===== src/rtl/tlik_pkg.sv =====
// Shared widths, constants and the arctangent table for the two-link
// inverse kinematics core. No dependencies.
package tlik_pkg;

   localparam int XY_W      = 24;   // signed 16.8 coordinates
   localparam int LL_W      = 23;   // link length, unsigned 15.8
   localparam int GR_W      = 24;   // gear ratio, unsigned 8.16
   localparam int OFS_W     = 32;   // base offset, signed 5.27 radians
   localparam int R2_W      = 48;   // squared radius and squared reach
   localparam int SQN_W     = 62;   // square root radicand
   localparam int SQ_W      = 63;   // square root working width
   localparam int ROOT_W    = 31;   // square root result
   localparam int SQRT_STEPS = 31;  // one result bit per stage
   localparam int CW        = 36;   // CORDIC x/y width
   localparam int ZW        = 35;   // Q30 angle width
   localparam int ADEG_W    = 40;
   localparam int BDEG_W    = 24;

   localparam logic signed [ZW-1:0] PI_Q30    = 35'sd3373259426;
   localparam logic signed [20:0]   DEG_Q14   = 21'sd938734;
   localparam logic [BDEG_W-1:0]    ELBOW_MAX = 24'd11796480;

   localparam logic [31:0] ATAN_TAB [32] = '{
      32'h3243F6A8, 32'h1DAC6705, 32'h0FADBAFC, 32'h07F56EA6, 32'h03FEAB76,
      32'h01FFD55B, 32'h00FFFAAA, 32'h007FFF55, 32'h003FFFEA, 32'h001FFFFD,
      32'h000FFFFF, 32'h0007FFFF, 32'h0003FFFF, 32'h0001FFFF, 32'h0000FFFF,
      32'h00007FFF, 32'h00003FFF, 32'h00001FFF, 32'h00000FFF, 32'h000007FF,
      32'h000003FF, 32'h000001FF, 32'h000000FF, 32'h0000007F, 32'h0000003F,
      32'h0000001F, 32'h0000000F, 32'h00000008, 32'h00000004, 32'h00000002,
      32'h00000001, 32'h00000000
   };

endpackage


===== src/rtl/tlik_front.sv =====
// Front stages: squares of the target and the link, reach test and the
// square root radicands. Depends on tlik_pkg.
module tlik_front (
   input  logic                                clock,
   input  logic                                reset,
   input  logic                                en,
   input  logic                                valid_in,
   input  logic signed [tlik_pkg::XY_W-1:0]    x_in,
   input  logic signed [tlik_pkg::XY_W-1:0]    y_in,
   input  logic [tlik_pkg::LL_W-1:0]           link_length,
   output logic                                valid_out,
   output logic                                far_out,
   output logic signed [tlik_pkg::XY_W-1:0]    x_out,
   output logic signed [tlik_pkg::XY_W-1:0]    y_out,
   output logic [tlik_pkg::SQN_W-1:0]          nh_out,
   output logic [tlik_pkg::SQN_W-1:0]          nr_out
);

   logic [1:0]                          valid_ff;
   logic signed [47:0]                  xx_in, yy_in;
   logic [46:0]                         xx_ff, yy_ff;
   logic [45:0]                         ll_in, ll_ff;
   logic signed [tlik_pkg::XY_W-1:0]    xa_ff, ya_ff, xb_ff, yb_ff;
   logic [tlik_pkg::R2_W-1:0]           r2, reach2;
   logic                                far_in, far_ff;
   logic [tlik_pkg::SQN_W-1:0]          nh_in, nr_in, nh_ff, nr_ff;

   assign xx_in = x_in * x_in;
   assign yy_in = y_in * y_in;
   assign ll_in = link_length * link_length;

   assign r2     = tlik_pkg::R2_W'(xx_ff) + tlik_pkg::R2_W'(yy_ff);
   assign reach2 = {ll_ff, 2'b00};
   assign far_in = r2 > reach2;
   assign nh_in  = far_in ? '0 : (tlik_pkg::SQN_W'(reach2 - r2) << 14);
   assign nr_in  = tlik_pkg::SQN_W'(r2) << 14;

   always_ff @(posedge clock) begin
      if (reset) begin
         valid_ff <= '0;
      end else if (en) begin
         valid_ff <= {valid_ff[0], valid_in};
      end
   end

   always_ff @(posedge clock) begin
      if (en) begin
         xx_ff  <= xx_in[46:0];
         yy_ff  <= yy_in[46:0];
         ll_ff  <= ll_in;
         xa_ff  <= x_in;
         ya_ff  <= y_in;
         xb_ff  <= xa_ff;
         yb_ff  <= ya_ff;
         far_ff <= far_in;
         nh_ff  <= nh_in;
         nr_ff  <= nr_in;
      end
   end

   assign valid_out = valid_ff[1];
   assign far_out   = far_ff;
   assign x_out     = xb_ff;
   assign y_out     = yb_ff;
   assign nh_out    = nh_ff;
   assign nr_out    = nr_ff;

endmodule


===== config.mk =====
export PLATFORM = sky130hd
export DESIGN_NAME = tlik_front
export DESIGN_NICKNAME = d
export VERILOG_FILES = /design/src/rtl/tlik_pkg.sv /design/src/rtl/tlik_front.sv
export SDC_FILE = /design/constraint.sdc
export NUM_CORES = 2
export LEC_CHECK = 0
export BUFFER_PORTS_ARGS = -buffer_cell sky130_fd_sc_hd__buf_2
export CAP_MARGIN = 40
export CORE_UTILIZATION = 24
export CTS_BUF_LIST = sky130_fd_sc_hd__clkbuf_8
export CTS_CLUSTER_DIAMETER = 50
export DETAILED_ROUTE_END_ITERATION = 8
export GPL_ROUTABILITY_DRIVEN = 0
export REMOVE_ABC_BUFFERS = 1
export SYNTH_ARGS = -nofsm -noshare
export SYNTH_HDL_FRONTEND = slang
export SYNTH_SLANG_ARGS = --single-unit

===== constraint.sdc =====
create_clock -name clock -period 18.4 [get_ports clock]
set_clock_uncertainty 0.2 [all_clocks]
set_input_delay 3.68 -clock clock [delete_from_list [all_inputs] [get_ports clock]]
set_output_delay 3.68 -clock clock [all_outputs]
set_load 0.02 [all_outputs]

==> results.py <==
metrics = {
    "sta": {
        "tns_ns": 0,
        "finalSetupViolations": 0,
        "post-route-min-period_ns": 11.09,
        "final_min_period_over_clock_period_pct": 60.3,
        "count_of_final_max_slew_check_failures": 0,
        "maxSlewHeadroom_pct": 48.6,
        "rsz0062_at_grt": "no",
        "whs_ns": 0.217,
        "hold_viol_final": 0,
        "max_clock_freq_mhz": 90.1,
        "tightest_slew_ns": 0.751,
    },
    "detailed_routing": {
        "drtAntennaViolNets": 0,
        "detailed_route_vias_per_instance": 4.16,
        "routedWlPerCell_um": 16.4,
        "drtPass1Iterations": 8,
        "remaining_drc_errors": 0,
        "route.final.wire_length_mm": 174,
        "drt_iter0_markers": 2253,
        "vias": 44000,
    },
    "grt": {
        "maximum_number_of_pins_on_one_net_before_global_route_repair": 80,
        "via_count_of_the_first_global_routing_pass": 48200,
        "grt_antenna_before_repair": 15,
        "globalRouteTotalUtil_pct": 12.8,
        "overflow": 0,
        "first_pass_grt_wire_length_mm": 275,
    },
    "cts": {
        "max-clock-path-buffers": 3,
        "cts-hold-fix-buffers": 0,
        "clk-insertion-delay-late_ns": 0.80,
        "cts_tree": "built",
        "cts.repair.resized": 0,
        "post_cts_buffers": 0,
        "cts_sinks": 330,
        "htree_num_levels": 3,
        "clk_transition_reported_paths_ns": 0.06,
        "cts_made_buffers": 76,
        "root_buffer": "clkbuf_8",
    },
    "synthesis": {
        "ys_seq_elements": 330,
        "multiplexer_area_fraction_after_synthesis_pct": 0.0933,
        "syn-instance-count": 6631,
        "seq_area_frac_synth_pct": 14.8,
        "netlist_area_mm2": 0.0670,
        "synth-simple-area-share_pct": 9.46,
        "ffs_w_async_s_r_synth_pct": 0,
        "synth-warning-count": 0,
        "synth-main-ff-cell": "edfxtp_1",
        "synth-xor-area-share_pct": 3.45,
        "synth_enable_flop_cells": 328,
        "number_of_distinct_standard_cells_referenced_by_the_synthesized_netlist": 80,
        "dominant_combinational_cell_family_by_area_after_synthesis": "adder cells",
        "share_of_the_synthesized_area_in_compound_gates_ao_oa_aoi_oai_pct": 5.83,
        "synth-adder-area-share_pct": 54.5,
        "mean_post_synth_cell_area_um2": 10.1,
    },
    "finish": {
        "stdcell_count": 10600,
        "design.final.nets": 8911,
        "fin_area_mm2": 0.0739,
        "drive_above_1_share_pct": 6.05,
        "syn2layout_area_growth_pct": 10.3,
    },
    "floorplanning": {
        "floorplan.initialDensity_pct": 24.2,
        "chipWidth_um": 531,
        "core_area_mm2": 0.277,
        "dieArea_mm2": 0.281,
        "io_pins": 249,
        "die_height_um": 531,
        "placementRows": 193,
    },
    "setup_path": {
        "cp_slowest_stage_delay_ns": 0.59,
        "r2r_slack_ns": 11.30,
        "critical_path_arrival_ns": 11.43,
        "timing_worst_setup_path_type": "in2reg",
        "critical_path.max_fanout": 25,
        "critical_path.reg2reg.endpoint": "nh_out[49]$_SDFFCE_PP0P_",
        "worst-r2r-cell-count": 21,
        "critical_path.endpoint_type": "flip-flop",
        "critical-path-top-cell-by-count": "inv_1",
        "crit-reg2reg-launch": "xx_ff[9]$_DFFE_PP_",
        "start_kind": "input port",
        "timing.critical_path.slowest_stage_cell": "fa_1",
        "critical_path_required_ns": 18.73,
    },
    "min_path": {
        "timing.hold.worst.class": "reg2reg",
        "hold_path_startpoint": "xa_ff[3]$_DFFE_PP_",
        "worstHoldEndpoint": "x_out[3]$_DFFE_PP_",
        "min_path_cells": 0,
    },
    "placed_design": {
        "portBuffers": 220,
        "place.detailed.hpwl_mm": 145,
        "dpl_cell_area_mm2": 0.0724,
        "dp_cells": 10400,
    },
    "outcome": {
        "run_status": "complete, no violations",
    },
    "job": {
        "max_cap_violations": 0,
    },
}
## layout make-up
class,instances,area (µm²)
diodes,5,12.5
clock buffers,76,1050
clock inverters,59,475
fillers,29500,203000
inverters,1892,7100
multi-input cells,4233,49300
flip-flops and latches,330,9890
well taps,3705,4640
repair buffers,270,1500
## cell usage after synthesis, types with 34 or more instances
cell / n / area share [%]
nand3_1: 40 / 0.30
a21o_1: 119 / 1.3
o21ai_0: 89 / 0.66
clkbuf_1: 170 / 0.95
edfxtp_1: 328 / 15
fa_1: 1480 / 44
a21oi_1: 171 / 1.3
nand2_1: 557 / 3.1
ha_1: 553 / 10
and2_1: 318 / 3.0
nor2_1: 168 / 0.94
xor2_1: 84 / 1.1
nor3_1: 37 / 0.28
xnor2_1: 180 / 2.4
o21bai_1: 37 / 0.41
nand2b_1: 34 / 0.32
inv_1: 1891 / 11
nor2b_1: 63 / 0.59
## per-layer routing
metal | routed length, µm | global-route usage [%]
met1 | 76800 | 16.9
met2 | 84100 | 21.9
met3 | 9330 | 2.05
met4 | 3510 | 2.74
met5 | 80 | 0
## sequential cells by signal, indices dropped and copies added (netlist names)
| register | count |
|---|---|
| nr_out | 48 |
| ll_ff | 45 |
| ya_ff | 23 |
| xa_ff | 23 |
| yy_ff | 46 |
| far_out | 1 |
| valid_ff | 2 |
| y_out | 24 |
| nh_out | 48 |
| xx_ff | 46 |
| x_out | 24 |
## metrics by stage
stage | setup slack (ns) | utilization (%)
2_1_floorplan | 7.95 | -
3_3_place_gp | 6.54 | 26.1
3_5_place_dp | 6.65 | 26.1
4_1_cts | 7.56 | 26.7
5_1_grt | 7.07 | 26.7
6_report | 7.31 | 26.7
## placed cells by master (no fill, tap or decap), types with 28 or more instances in the layout
cell type  synthesis  final
nand2_1          557    557
a21o_1           119    119
o21ai_0           89     89
nand2b_1          34     34
ha_1             553    553
xnor2_1          180    180
nor3_1            37     37
fa_1            1480   1480
inv_1           1891   1896
xor2_1            84     84
buf_4             28     48
nand4_1           28     28
nor2b_1           63     63
and2_1           318    318
nand3_1           40     40
edfxtp_1         328    328
clkbuf_8           0     76
conb_1             1     28
buf_2              4    220
a21oi_1          171    170
nor2_1           168    168
o21bai_1          37     37
## worst max path at each step
stage                  from  slack (ns)                   to  cells after the start
floorplan           x_in[1]        7.95  xx_ff[43]$_DFFE_PP_                     23
CTS                 y_in[8]        7.56  yy_ff[46]$_DFFE_PP_                     27
global route        y_in[8]        7.07  yy_ff[46]$_DFFE_PP_                     27
finish              y_in[8]        7.31  yy_ff[46]$_DFFE_PP_                     27
detailed placement  y_in[8]        6.65  yy_ff[46]$_DFFE_PP_                     27
global placement    y_in[8]        6.54  yy_ff[43]$_DFFE_PP_                     27
## cell families after synthesis
family / Yosys count
buffers and inverters: 2095
adder cells (fa/ha/maj): 2033
AND/OR/NAND/NOR: 1311
AO/OA/AOI/OAI: 591
flip-flops: 330
XOR/XNOR: 264
multiplexers: 6
other: 1
## worst max-delay path: cells and delay by family
family	cells	cell delay, ns
AOI/OAI and AO/OA	9	2.52
buffers and inverters	9	1.06
adders and majority gates	8	3.94
xor gates and xnor gates	1	0.16
Power is left out: the tool's default activity adds up to more than one toggle a clock period on the data nets, which glitch-free logic cannot reach.
